## src/hdl/mcsp_fifo.sv

```systemverilog
`default_nettype none

module mcsp_fifo #(
	parameter int W     = 8,
	parameter int DEPTH = 2
) (
	input  wire logic         clk,
	input  wire logic         arst_n,
	input  wire logic         wr,
	input  wire logic [W-1:0] wdata,
	input  wire logic         rd,
	output logic [W-1:0]      rdata,
	output logic              full,
	output logic              empty
);

	localparam int AW = (DEPTH > 1) ? $clog2(DEPTH) : 1;
	localparam int CW = $clog2(DEPTH + 1);
	localparam logic [AW-1:0] LAST_PTR = AW'(DEPTH - 1);

	logic [W-1:0]  mem_q [DEPTH];
	logic [AW-1:0] wp_q;
	logic [AW-1:0] rp_q;
	logic [CW-1:0] cnt_q;
	logic          do_wr;
	logic          do_rd;

	assign full  = (cnt_q == CW'(DEPTH));
	assign empty = (cnt_q == '0);
	assign do_wr = wr && !full;
	assign do_rd = rd && !empty;
	assign rdata = mem_q[rp_q];

	always_ff @(posedge clk) begin
		if (do_wr) begin
			mem_q[wp_q] <= wdata;
		end
	end

	always_ff @(posedge clk or negedge arst_n) begin
		if (!arst_n) begin
			wp_q  <= '0;
			rp_q  <= '0;
			cnt_q <= '0;
		end else begin
			if (do_wr) begin
				wp_q <= (wp_q == LAST_PTR) ? '0 : wp_q + AW'(1);
			end
			if (do_rd) begin
				rp_q <= (rp_q == LAST_PTR) ? '0 : rp_q + AW'(1);
			end
			if (do_wr && !do_rd) begin
				cnt_q <= cnt_q + CW'(1);
			end else if (do_rd && !do_wr) begin
				cnt_q <= cnt_q - CW'(1);
			end
		end
	end

endmodule

`default_nettype wire

```

## config.mk

```make
export PLATFORM = sky130hd
export DESIGN_NAME = mcsp_fifo
export DESIGN_NICKNAME = d
export VERILOG_FILES = /design/src/hdl/mcsp_fifo.sv
export SDC_FILE = /design/constraint.sdc
export NUM_CORES = 1
export LEC_CHECK = 0
export ABC_AREA = 1
export BUFFER_PORTS_ARGS = -buffer_cell sky130_fd_sc_hd__buf_2
export CAP_MARGIN = 10
export CORE_UTILIZATION = 49
export DETAILED_ROUTE_END_ITERATION = 8
export PLACE_DENSITY = 0.82
export SLEW_MARGIN = 20
export SYNTH_ARGS = -nofsm -noshare
export SYNTH_HDL_FRONTEND = slang
export SYNTH_SLANG_ARGS = --single-unit
```

## constraint.sdc

```tcl
create_clock -name clk -period 1.75 [get_ports clk]
set_clock_uncertainty 0.1 [all_clocks]
set_input_delay 0.175 -clock clk [delete_from_list [all_inputs] [get_ports clk]]
set_output_delay 0.175 -clock clk [all_outputs]
set_load 0.01 [all_outputs]
```

==> results of run 1 <==
==> stage by stage <==
step           area (um2)  worst slack, ns
2_1_floorplan         810            0.328
3_5_place_dp          945            0.215
5_1_grt              1060           0.0518
6_report             1060            0.140
3_3_place_gp          945            0.269
4_1_cts              1060            0.153
==> cell families (layout without fill, tap and decap cells) <==
group / count (synthesis) / in the layout
and+or+nand+nor: 40 / 40
AOI/OAI and AO/OA: 2 / 2
DFF: 20 / 20
adders and majority gates: 1 / 1
xor gates and xnor gates: 1 / 1
buffers and inverters: 9 / 44
==> cell usage after synthesis <==
cell type / count / share of area [%]
nor2_1: 2 / 0.93
nand3_1: 1 / 0.62
nand4_1: 1 / 0.77
nor2_2: 2 / 1.5
o21ai_0: 2 / 1.2
edfxtp_1: 16 / 59
inv_1: 7 / 3.2
ha_1: 1 / 1.5
inv_2: 1 / 0.46
buf_2: 1 / 0.62
nand3b_1: 1 / 0.93
nand2_1: 33 / 15
xnor2_1: 1 / 1.1
dfrtp_1: 4 / 12
==> power breakdown <==
part	internal [W]	switching (W)	total [W]
Combinational	0.000242	0.000360	0.000602
Sequential	0.000660	0.0000951	0.000755
Clock	0.0000833	0.000137	0.000220
Total	0.000986	0.000592	0.00158
==> area by class of cell <==
type,instances,area [um2]
Tap cell,16,20.0
Inverter,8,30.0
Sequential cell,20,581
Multi-Input combinational cell,44,194
Clock buffer,3,22.5
Timing Repair Buffer,32,210
Clock inverter,1,3.75
Fill cell,117,463
==> state kept, by name (all words and copies together) (netlist names) <==
signal  count
rp_q        1
mem_q      16
wp_q        1
cnt_q       2
==> what timing repair did <==
action | 4_1_cts | 5_1_grt
hold buffers | 9 | 0
endpoints found under the hold margin | 20 | 0
setup buffers | 0 | 0
==> worst max path at each step <==
stage / end / slack (ns) / depth (start not counted)
2_1_floorplan: mem_q[1][0] / 0.33 / 3
3_3_place_gp: cnt_q[1] / 0.27 / 6
3_5_place_dp: cnt_q[1] / 0.21 / 6
4_1_cts: rdata[2] / 0.15 / 4
5_1_grt: cnt_q[1] / 0.05 / 6
6_report: cnt_q[1] / 0.14 / 6
==> critical path: stages (launching register included) <==
cell     delay (ns)
dfrtp_1        0.47
o21ai_0        0.30
ha_1           0.31
inv_1          0.08
nand3_1        0.10
nand2_1        0.09
nand2_1        0.05
==> layer usage <==
metal  wire length (um)  up-vias
met5                  0        -
met4                 55        0
met3                 63        8
met2                747       20
met1                639      279
li1                   -      308
==> results.yml, run 1 <==
grt:
  grt_max_degree: 12
  grt.busiest_layer: "met2"
  grt_pass1_vias: 573
  grt-ovfl-total: 0
  grt_pass1_wl_um: 2310
  grt_use_total_pct: 18.0
  use_met2_pct: 31.5
  use_met1_pct: 20.3
  antenna_found_initial: 0
  grtUsageMet3_pct: 3.88
drt:
  routedWlPerCell_um: 12.1
  wl_um: 1500
  dr.pass1.iters: 4
  drc_errors: 0
  viasPerCell: 4.96
  drt_iter0_drc: 13
  vias: 615
  drt.antenna.violating_nets: 0
worst_hold_path:
  min_path_type: "input pin to flip-flop"
  hold_depth: 3
  min_from: "rd"
  holdPathEnd: "rp_q"
synthesis:
  postSynthAreaPerCell_um2: 11.1
  yosys.area_share.adder_pct: 1.55
  synth-compound-area-share_pct: 1.24
  synth_nets: 86
  yosys.area_share.simple_pct: 20.1
  synthXorXnorAreaFrac_pct: 1.08
  synthMuxAreaShare_pct: 0
  syn_area_um2: 810
  ys_seq_area_share_pct: 71.7
  synth_warnings: 0
  synthCells: 73
  synth_top_family_by_area: "simple AND/OR/NAND/NOR gates"
  post_synth_num_cell_types: 14
  ys_ff_latch: 20
power:
  peakVddDrop_uv: 955
  powerDensity_nw_per_um2: 1490
  power_leakage_nw: 0.508
  power_w: 0.00158
flow_run:
  cap_viol_max_count: 0
cts:
  clk_latency_ns: 0.30
  numCtsBuffers: 3
  cts_root_buf: "clkbuf_4"
  clk_pin_slew_worst_paths_ns: 0.10
  htreeDepth: 1
  cts_tree: "yes"
  cts_sinks: 20
  post_cts_resized: 0
  cts_max_path_buffers: 2
worst_setup_path:
  cp_max_fo: 7
  rr_startpoint: "cnt_q[0]"
  crit_required_ns: 1.85
  crit_start: "cnt_q[0]"
  cp-end-kind: "flip-flop"
  crit_type: "flip-flop to flip-flop"
  r2r-end: "cnt_q[1]"
  arrival_ns: 1.71
  regToRegSetupSlack_ns: 0.14
  r2r_cells: 6
  startpoint_type: "flip-flop"
timing:
  period_needed_ns: 1.61
  fin_setup_tns_ns: 0
  rsz0062_at_grt: "false"
  period_share_pct: 92.0
  fmax_mhz: 621
  slew_viol_final: 0
  tightest_slew_ns: 0.361
  hold_viol: 0
  holdWs_ns: 0.0148
  slew_headroom_pct: 75.9
  setup_viol: 0
status:
  outcome: "completed"
placed_design:
  portBuffers: 21
  dpl.hpwl_um: 1010
  dp.cells: 111
  place_congestion: 0.749
floorplanning:
  dieArea_um2: 1820
  boundaryPins: 22
  die_w_um: 42.6
  rows: 14
  core-area_um2: 1520
  initial_utilization_pct: 53.1
  die_h_um: 42.6
layout:
  post-route-util_pct: 69.6
  nNetsFinal: 122
  num_antenna_cells: 0
  final_common_cell: "nand2_1"
  final_cell_mix: "33 x nand2_1, 21 x buf_2, 16 x edfxtp_1"
  drive_above_1_share_pct: 26.9
  syn_to_final_growth_pct: 31.1
  final_cells: 124
(Power assumes the default switching activity.)
==> run 2, diff against run 1 <==
--- a/config.mk
+++ b/config.mk
@@ -9,8 +9,11 @@
 export BUFFER_PORTS_ARGS = -buffer_cell sky130_fd_sc_hd__buf_2
 export CAP_MARGIN = 10
 export CORE_UTILIZATION = 49
+export CTS_CLUSTER_DIAMETER = 200
 export DETAILED_ROUTE_END_ITERATION = 8
+export HOLD_SLACK_MARGIN = 0.06
 export PLACE_DENSITY = 0.82
+export SETUP_SLACK_MARGIN = 0.5
 export SLEW_MARGIN = 20
 export SYNTH_ARGS = -nofsm -noshare
 export SYNTH_HDL_FRONTEND = slang
==> run 2 against run 1 <==
Non-clock buffer count is 11 higher. Combinational power up 78%. Sequential power rose by 2%. Via count rose by 8.1%. First-iteration DRC count is 46% higher. Critical endpoint unchanged. Largest power group is now combinational cells.
==> results.yml, run 2 (same netlist as run 1, synthesis figures left out) <==
layout:
  final_common_cell: "nand2_1"
  top_register: "mem_q"
  nNetsFinal: 133
  nFillCells: 85
  regArea_um2: 584
  drive_above_1_share_pct: 52.1
  final_cell_mix: "23 x nand2_1, 20 x buf_2, 16 x edfxtp_1"
  syn_to_final_growth_pct: 58.6
  num_antenna_cells: 0
  fin_area_um2: 1280
  multi_input_area_um2: 282
  top_regs: "mem_q x16, cnt_q x2"
  largest_reg_flops: 16
drt:
  drt_iter0_drc: 19
  wl_um: 1930
  drc_errors: 0
  drt.antenna.violating_nets: 0
  vias: 665
  viasPerCell: 4.93
  routedWlPerCell_um: 14.3
  dr.pass1.iters: 4
cts:
  cts_sinks: 20
  cts_root_buf: "clkbuf_4"
  numCtsBuffers: 3
  cts_max_path_buffers: 2
  clk_pin_slew_worst_paths_ns: 0.11
  cts_tree: "yes"
  htreeDepth: 1
  clk_latency_ns: 0.30
timing:
  period_needed_ns: 1.46
  period_share_pct: 83.6
  tightest_slew_ns: 0.203
  setup_viol: 0
  rsz0062_at_grt: "true"
  hold_viol: 0
  fmax_mhz: 684
  slew_headroom_pct: 86.5
  slew_viol_final: 0
  fin_setup_tns_ns: 0
worst_setup_path:
  arrival_ns: 1.56
  crit_path_cell_trace: "inv_2 -> nor2_4 -> nor2_4 -> ha_4 -> inv_2 -> nand3_2 -> nand2_1 -> nand2_1"
  crit_required_ns: 1.85
  crit_start: "cnt_q[1]"
  crit_type: "flip-flop to flip-flop"
  cp_max_fo: 4
  cp_slowest_stage_delay_ns: 0.47
  cp-end-kind: "flip-flop"
  rr_startpoint: "cnt_q[1]"
  startpoint_type: "flip-flop"
  crit_slowest_cell: "dfrtp_2"
floorplanning:
  dieArea_um2: 1820
  initial_utilization_pct: 53.1
  rows: 14
  boundaryPins: 22
  die_h_um: 42.6
  die_w_um: 42.6
  core-area_um2: 1520
placed_design:
  portBuffers: 21
  place_congestion: 0.774
  dpl.hpwl_um: 967
  placed_area_um2: 938
grt:
  grt_use_total_pct: 21.6
  antenna_found_initial: 0
  grt-ovfl-total: 0
  grt_pass1_wl_um: 2820
  grt_max_degree: 12
  grt_pass1_vias: 640
power:
  peakVddDrop_uv: 1120
  powerDensity_nw_per_um2: 1610
  power_leakage_nw: 0.581
flow_run:
  cap_viol_max_count: 0
status:
  outcome: "completed"
worst_hold_path:
  min_from: "wr"
  min_path_type: "input pin to flip-flop"
[run 2: routing by layer]
layer  track usage (%)  up-vias  wire length (um)
li1                  -      327                 -
met1              26.5      318               757
met2              38.8       18              1100
met3              1.29        2                63
met4              9.38        0                14
met5                 0        -                 0
[run 2: layout make-up]
class	instances	share of cell area, %
clock buffer	3	1.75
sequential	20	45.5
tap	16	1.56
multi-input combinational	44	21.9
timing repair buffer	43	25.6
clock inverter	1	0.292
inverter	8	3.31
[run 2: path summary, 6_finish.rpt]
check	slack [ns]	depth (start not counted)	end
max	0.29	8	cnt_q[1]
min	0.08	4	wp_q
max reg2reg	0.29	8	cnt_q[1]
min reg2reg	0.43	2	wp_q
max in group asynchronous	1.30	2	rp_q
min in group asynchronous	0.11	2	cnt_q[1]
[run 2: worst max-delay path, delay by kind of cell, from the launching register on]
kind	cells	cell delay [ns]
simple gates	5	0.39
fa+ha+maj	1	0.22
flops	1	0.47
buf+inv	2	0.18
[run 2: where the power goes]
part	total, W	leakage (nW)	internal [W]	switching [W]
combinational	0.00107	0.372	0.000508	0.000562
sequential	0.000773	0.194	0.000669	0.000104
clock	0.000222	0.0154	0.0000832	0.000139
total	0.00207	0.581	0.00126	0.000805
[run 2: stage by stage]
step	cells	setup slack [ns]	utilization, %	hold slack (ns)	total power, W
final	135	0.288	84.2	0.0822	0.00207
after global routing	135	0.245	84.2	0.0920	0.00218
after CTS	135	0.333	79.9	0.0763	0.00189
after detailed placement	109	0.308	61.6	-0.110	0.00135
after global placement	109	0.368	61.6	-0.114	0.00132
after floorplan	73	0.401	-	-0.221	0.00115
[run 2: timing repair]
item | 4_1_cts | 5_1_grt
endpoints found under the hold margin | 21 | 0
pin swaps | 12 | 4
hold buffers | 10 | 0
gates resized for setup | 19 | 17
setup endpoints to repair | 28 | 29
cloned | 0 | 0
setup buffers | 12 | 0
