File: src/hdl/mcsp_pkg.sv
`default_nettype none

package mcsp_pkg;

	localparam int MARGIN_LEFT_DEF  = 60;
	localparam int ITEM_DEPTH_DEF   = 2;
	localparam int VERTEX_DEPTH_DEF = 4;

	// Quotients beyond this bound all saturate the final coordinate alike.
	localparam logic [40:0] QUOT_CAP = 41'h100_0000_0000;

	localparam logic [2:0] REG_VIEW_START    = 3'd0;
	localparam logic [2:0] REG_VIEW_END      = 3'd1;
	localparam logic [2:0] REG_PLOT_WIDTH    = 3'd2;
	localparam logic [2:0] REG_VALUE_LOW     = 3'd3;
	localparam logic [2:0] REG_VALUE_HIGH    = 3'd4;
	localparam logic [2:0] REG_BAND_TOP_Y    = 3'd5;
	localparam logic [2:0] REG_BAND_BOTTOM_Y = 3'd6;
	localparam logic [2:0] REG_DEGENERATE_Y  = 3'd7;

	typedef struct packed {
		logic signed [31:0] view_start;
		logic signed [31:0] view_end;
		logic signed [16:0] plot_width;
		logic signed [31:0] value_low;
		logic signed [31:0] value_high;
		logic signed [31:0] band_top_y;
		logic signed [31:0] band_bottom_y;
		logic signed [31:0] degenerate_y;
	} cfg_t;

	typedef struct packed {
		logic signed [31:0] px;
		logic signed [31:0] py;
		logic signed [16:0] col;
		logic               past;
		logic               dec;
		logic               last;
	} item_t;

	typedef struct packed {
		logic signed [31:0] x;
		logic signed [31:0] y;
		logic               move;
		logic               last;
	} vertex_t;

	function automatic logic signed [31:0] sat43(input logic signed [42:0] v);
		if (v > 43'sd2147483647) begin
			return 32'sh7fffffff;
		end else if (v < -43'sd2147483648) begin
			return 32'sh80000000;
		end else begin
			return v[31:0];
		end
	endfunction

	// Pixel column: x / 65536 rounded to nearest, ties away from zero.
	function automatic logic signed [16:0] round_col(input logic signed [31:0] p);
		logic [32:0] u;
		logic [32:0] s;
		if (!p[31]) begin
			s = {1'b0, p} + 33'd32768;
			return s[32:16];
		end else begin
			u = {1'b0, ~p} + 33'd1;
			s = u + 33'd32768;
			return 17'd0 - s[32:16];
		end
	endfunction

	function automatic logic signed [31:0] col_vx(input logic signed [16:0] col);
		if (col > 17'sd32767) begin
			return 32'sh7fffffff;
		end else if (col < -17'sd32768) begin
			return 32'sh80000000;
		end else begin
			return {col[15:0], 16'h0000};
		end
	endfunction

endpackage

`default_nettype wire

File: src/hdl/mcsp_back.sv
`default_nettype none

module mcsp_back
	import mcsp_pkg::*;
(
	input  wire logic  clk,
	input  wire logic  arst_n,
	input  wire logic  item_empty,
	input  wire item_t item_data,
	output logic       item_pop,
	input  wire logic  vtx_full,
	output logic       vtx_push,
	output vertex_t    vtx_data
);

	typedef enum logic {B_IDLE, B_RUN} bstate_t;

	// Slot map: old-column flush, move, hold, step, state update, new-column flush.
	localparam logic [3:0] SLOT_MOVE = 4'd5;
	localparam logic [3:0] SLOT_HOLD = 4'd6;
	localparam logic [3:0] SLOT_STEP = 4'd7;
	localparam logic [3:0] SLOT_UPD  = 4'd8;
	localparam logic [3:0] SLOT_POST = 4'd9;
	localparam logic [3:0] SLOT_END  = 4'd13;

	bstate_t            state_q;
	logic [3:0]         slot_q;
	logic [13:0]        en_q;
	item_t              it_q;
	logic               act_q;
	logic [31:0]        idx_q;
	logic               started_q;
	logic               stopped_q;
	logic signed [16:0] column_x_q;
	logic signed [31:0] first_q;
	logic signed [31:0] min_q;
	logic signed [31:0] max_q;
	logic signed [31:0] lasty_q;
	logic [31:0]        minpos_q;
	logic [31:0]        maxpos_q;
	logic [31:0]        count_q;
	logic signed [31:0] pen_q;

	logic        pre_en;
	logic        mv_en;
	logic        pair_en;
	logic        post_en;
	logic [13:0] en_new;
	logic [2:0]  k;
	logic [13:0] later;
	logic        advance;
	logic        min_first;

	assign item_pop = (state_q == B_IDLE) && !item_empty;

	always_comb begin
		pre_en  = 1'b0;
		mv_en   = 1'b0;
		pair_en = 1'b0;
		post_en = 1'b0;
		if (!stopped_q) begin
			if (item_data.dec) begin
				if (item_data.past) begin
					pre_en  = started_q && !column_x_q[16];
					pair_en = started_q;
				end else begin
					mv_en   = !started_q;
					pre_en  = started_q && (item_data.col != column_x_q);
					post_en = item_data.last && !item_data.col[16];
				end
			end else begin
				mv_en   = !started_q;
				pair_en = started_q;
			end
		end
		en_new = {{5{post_en}}, 1'b0, {2{pair_en}}, mv_en, {5{pre_en}}};
	end

	assign min_first = (minpos_q < maxpos_q);
	assign k         = (slot_q >= SLOT_POST) ? 3'(slot_q - SLOT_POST) : slot_q[2:0];
	assign later     = en_q >> slot_q;

	always_comb begin
		vtx_data.x    = col_vx(column_x_q);
		vtx_data.y    = pen_q;
		vtx_data.move = 1'b0;
		vtx_data.last = (later[13:1] == 13'd0);
		if (slot_q == SLOT_MOVE) begin
			vtx_data.x    = it_q.px;
			vtx_data.y    = it_q.py;
			vtx_data.move = 1'b1;
		end else if (slot_q == SLOT_HOLD) begin
			vtx_data.x = it_q.px;
		end else if (slot_q == SLOT_STEP) begin
			vtx_data.x = it_q.px;
			vtx_data.y = it_q.py;
		end else begin
			unique case (k)
				3'd0:    vtx_data.y = pen_q;
				3'd1:    vtx_data.y = first_q;
				3'd2:    vtx_data.y = min_first ? min_q : max_q;
				3'd3:    vtx_data.y = min_first ? max_q : min_q;
				default: vtx_data.y = lasty_q;
			endcase
		end
	end

	assign vtx_push = (state_q == B_RUN) && (slot_q != SLOT_UPD) && en_q[slot_q] && !vtx_full;
	assign advance  = (state_q == B_RUN) &&
		((slot_q == SLOT_UPD) || !en_q[slot_q] || !vtx_full);

	always_ff @(posedge clk or negedge arst_n) begin
		if (!arst_n) begin
			state_q    <= B_IDLE;
			slot_q     <= '0;
			en_q       <= '0;
			act_q      <= 1'b0;
			idx_q      <= '0;
			started_q  <= 1'b0;
			stopped_q  <= 1'b0;
			column_x_q <= -17'sd1;
			first_q    <= '0;
			min_q      <= '0;
			max_q      <= '0;
			lasty_q    <= '0;
			minpos_q   <= '0;
			maxpos_q   <= '0;
			count_q    <= '0;
			pen_q      <= '0;
		end else begin
			unique case (state_q)
				B_IDLE: begin
					if (!item_empty) begin
						it_q    <= item_data;
						en_q    <= en_new;
						act_q   <= !stopped_q;
						idx_q   <= count_q;
						slot_q  <= '0;
						state_q <= B_RUN;
						if (!stopped_q) begin
							count_q <= count_q + 32'd1;
						end
					end
				end
				B_RUN: begin
					// The series clear below owns the pen on the closing slot of a last sample.
					if (vtx_push && !(slot_q == SLOT_END && it_q.last)) begin
						pen_q <= vtx_data.y;
					end
					if (slot_q == SLOT_UPD && act_q) begin
						if (it_q.dec) begin
							if (it_q.past) begin
								stopped_q <= 1'b1;
							end else if (!started_q || it_q.col != column_x_q) begin
								started_q  <= 1'b1;
								column_x_q <= it_q.col;
								first_q    <= it_q.py;
								min_q      <= it_q.py;
								max_q      <= it_q.py;
								lasty_q    <= it_q.py;
								minpos_q   <= started_q ? idx_q : 32'd0;
								maxpos_q   <= started_q ? idx_q : 32'd0;
							end else begin
								if (it_q.py < min_q) begin
									min_q    <= it_q.py;
									minpos_q <= idx_q;
								end
								if (it_q.py > max_q) begin
									max_q    <= it_q.py;
									maxpos_q <= idx_q;
								end
								lasty_q <= it_q.py;
							end
						end else begin
							if (!started_q) begin
								started_q <= 1'b1;
							end else if (it_q.past) begin
								stopped_q <= 1'b1;
							end
						end
					end
					if (advance) begin
						slot_q <= slot_q + 4'd1;
						if (slot_q == SLOT_END) begin
							state_q <= B_IDLE;
							if (it_q.last) begin
								started_q  <= 1'b0;
								stopped_q  <= 1'b0;
								column_x_q <= -17'sd1;
								first_q    <= '0;
								min_q      <= '0;
								max_q      <= '0;
								lasty_q    <= '0;
								minpos_q   <= '0;
								maxpos_q   <= '0;
								count_q    <= '0;
								pen_q      <= '0;
							end
						end
					end
				end
				default: state_q <= B_IDLE;
			endcase
		end
	end

	a_push_room: assert property (@(posedge clk) disable iff (!arst_n)
		vtx_push |-> !vtx_full) else $error("vertex pushed into a full queue");

	a_pop_idle: assert property (@(posedge clk) disable iff (!arst_n)
		item_pop |=> (state_q == B_RUN)) else $error("item popped without starting");

	a_upd_silent: assert property (@(posedge clk) disable iff (!arst_n)
		(state_q == B_RUN && slot_q == SLOT_UPD) |-> !vtx_push)
		else $error("vertex emitted in update slot");

endmodule

`default_nettype wire

File: config.mk
export PLATFORM = sky130hd
export DESIGN_NAME = mcsp_back
export DESIGN_NICKNAME = d
export VERILOG_FILES = /design/src/hdl/mcsp_pkg.sv /design/src/hdl/mcsp_back.sv
export SDC_FILE = /design/constraint.sdc
export NUM_CORES = 1
export LEC_CHECK = 0
export ABC_CLOCK_PERIOD_IN_PS = 7400
export BUFFER_PORTS_ARGS = -buffer_cell sky130_fd_sc_hd__buf_2
export CAP_MARGIN = 0
export CORE_MARGIN = 5
export CORE_UTILIZATION = 30
export CTS_CLUSTER_SIZE = 28
export DETAILED_ROUTE_END_ITERATION = 7
export RECOVER_POWER = 50
export SYNTH_ARGS = -nofsm -noshare
export SYNTH_HDL_FRONTEND = slang
export SYNTH_SLANG_ARGS = --single-unit
export TNS_END_PERCENT = 10
File: constraint.sdc
create_clock -name clk -period 7.4 [get_ports clk]
set_clock_uncertainty 0.15 [all_clocks]
set_input_delay 1.11 -clock clk [delete_from_list [all_inputs] [get_ports clk]]
set_output_delay 1.11 -clock clk [all_outputs]
set_load 0.02 [all_outputs]
==> impl_metrics.ini <==
[setup_path]
worstPathMaxFanout = 37
r2r-start = state_q
critPathTopFamily = buffers and inverters
cpPeakStageDelay_ps = 910
critical_path.slowest_cell = a21oi_4
crit_arrival_ps = 5110
r2r_setup_slack_ps = 1900
rr_worst_depth = 6
cp-start-kind = register
path_depth = 12
cp.required_ps = 6140
path_cells = clkinv_1 > clkbuf_1 > ha_1 > or3b_1 > a21oi_4 > buf_4 > a221oi_1 > nor3_1 > nor2_1 > o211ai_1 > nor2b_1 > buf_2
worstSetupPathType = reg2out
reg2reg_to = it_q[77]
critical_path_buf_inv_count = 4
end_kind = output pin

[routing]
drc = 0
ant_nets = 0
drt_iter0_drc = 1343
finalWirelength_um = 66200
vias_per_cell = 5.568
vias = 17550
first_pass_iters = 6
wl_per_cell_um = 21.00

[final_layout]
mostFrequentLayoutCells = dfrtp_1, nand2_1, a22o_1
stdcell_count = 3152
final_common_cell = dfrtp_1
multiInputGateArea_mm2 = 0.01012
drive_above_1_share_pct = 13.42
num-fill-cells = 7090
nets = 2350
regArea_mm2 = 0.01048
area_delta_synth_final_pct = 14.78

[synthesis]
yosys_warnings = 0
ys_async_sr_fraction_pct = 79.05
synth_nets = 2252
syn-cell-area_mm2 = 0.02160
synth.top_cell.area_share_pct = 34.76
ys_top_cells_by_area = dfrtp_1, edfxtp_1, a22o_1
ys_seq_area_share_pct = 48.50
synth_largest_area_cell = dfrtp_1
avgSynthCellArea_um2 = 10.46
synth-edff-count = 84
ys_types = 71
syn_inst = 2064
synthFlopType = dfrtp_1
ys_ff_latch = 401

[sta]
rsz0062_at_grt = false
finalSetupViolCount = 0
hold_viol_final = 0
setup_tns_ps = 0
clock.fmax_mhz = 156.9
fin_crit_sh_pct = 86.12
fin_crit_ps = 6373
report.final.slew_viol_count = 246
worstMarginPinSlew_ps = 4292
maxSlewHeadroom_pct = -186.2

[die]
die_w_um = 278.3
start_util_pct = 30.21
die_h_um = 278.3
dieArea_mm2 = 0.07746
io_pins = 156
rows = 98
coreArea_mm2 = 0.07149

[cts]
clock_sinks = 401
cts.clk_slew.worst_paths_ps = 70
clk_latency_ps = 590
htree_levels = 2
cts_made_buffers = 45
cts_buffer_depth = 3
cts_resized = 0
postCtsSetupRepairBufs = 0
cts_tree = done
cts-root-buf = clkbuf_16
hold_buffers = 0

[min_path]
min_delay_worst_endpoint = idx_q[31]
worstHoldPathCells = 2
min_from = count_q[31]
holdCritPathClass = reg2reg

[global_routing]
grt_pass1_vias = 17650
grt.total_usage_pct = 16.39
grt_max_degree = 89
antenna_found_initial = 6
grt-ovfl-total = 0
grt_pass1_wl_um = 103500

[place]
gp_congestion = 0.8396
portBuffers = 155
place_inst = 3065
hpwl_um = 42020

[run]
max-cap-violations = 5

[outcome]
failed_checks = max-capacitance violations, max-slew violations
status = finished with violations

[power]
peakVddDrop_mv = 0.4783
p_leak_nw = 10.35
power_density_mw_per_mm2 = 394.7
-- worst max-delay path by stage --
| stage | from | endpoint | slack, ps |
|---|---|---|---|
| floorplan | slot_q[0] | vtx_data[2] | 3090 |
| global placement | minpos_q[5] | vtx_data[7] | 2230 |
| detailed placement | slot_q[1] | vtx_data[7] | 2170 |
| CTS | minpos_q[5] | vtx_data[7] | 1530 |
| global route | slot_q[0] | vtx_data[7] | 850 |
| finish | slot_q[0] | vtx_data[7] | 1030 |
-- flip-flops by register name, indices dropped and copies added, names as in the netlist --
name,count
idx_q,32
stopped_q,1
it_q,84
first_q,32
pen_q,32
maxpos_q,32
column_x_q,17
slot_q,4
count_q,32
lasty_q,32
started_q,1
minpos_q,32
max_q,32
act_q,1
state_q,1
min_q,32
en_q,4
-- power breakdown --
| group | internal, mW | total, mW | switching (mW) |
|---|---|---|---|
| clock network | 1.43 | 2.39 | 0.954 |
| registers | 2.66 | 3.11 | 0.452 |
| logic | 1.64 | 4.29 | 2.65 |
| total | 5.73 | 9.79 | 4.06 |
-- area by class of cell --
type                            count  area share, %
Multi-Input combinational cell   1412          40.81
Inverter                          112          1.696
Antenna cell                        4        0.04038
Sequential cell                   401          42.26
Clock buffer                       66          5.567
Timing Repair Buffer              190          4.048
Clock inverter                     17         0.7873
Tap cell                          950          4.795
-- metal layers --
layer	share of wire, %	global-route usage, %
met2	47	27.01
met5	0.035	0
met1	43	22.01
met3	6.3	2.844
met4	3.1	5.427
-- synthesized netlist by cell type (36+ instances only) --
| master | count |
|---|---|
| clkbuf_1 | 97 |
| edfxtp_1 | 84 |
| mux2i_1 | 45 |
| o211ai_1 | 36 |
| a221oi_1 | 96 |
| inv_1 | 108 |
| o21ai_0 | 38 |
| ha_1 | 100 |
| a21oi_1 | 49 |
| nor2_1 | 152 |
| nor3_1 | 45 |
| a22o_1 | 160 |
| nand2_1 | 253 |
| dfrtp_1 | 300 |
| a32o_1 | 67 |
-- cell families (layout without fill, tap and decap cells) --
family / after synthesis / after routing / share of synthesized area [%]
other: 0 / 4 / 0
buffers and inverters: 251 / 385 / 4.982
AOI/OAI and AO/OA: 551 / 551 / 20.70
adders and majority gates: 115 / 115 / 6.488
DFF: 401 / 401 / 48.50
and+or+nand+nor: 599 / 599 / 12.49
muxes: 92 / 92 / 4.536
xor gates and xnor gates: 55 / 55 / 2.300
-- worst register-to-register path: stages (launching register included) --
cell      delay (ps)
dfrtp_1          580
or2_0            780
clkbuf_1         690
clkinv_1         140
clkbuf_1        1250
and2_4           600
buf_4            790
-- through the flow --
step                hold slack [ps]  total power, mW  setup slack, ps  instance area, um2  utilization (%)
global placement              316.9            7.289             2231               23260            32.54
finish                        333.9            9.785             1027               24790            34.68
detailed placement            320.1            7.401             2173               23260            32.54
global route                  348.1            10.29            852.7               24790            34.67
CTS                           337.8            9.820             1534               24840            34.75
floorplan                     297.7            6.164             3088               21600                -
(Power assumes the default switching activity.)
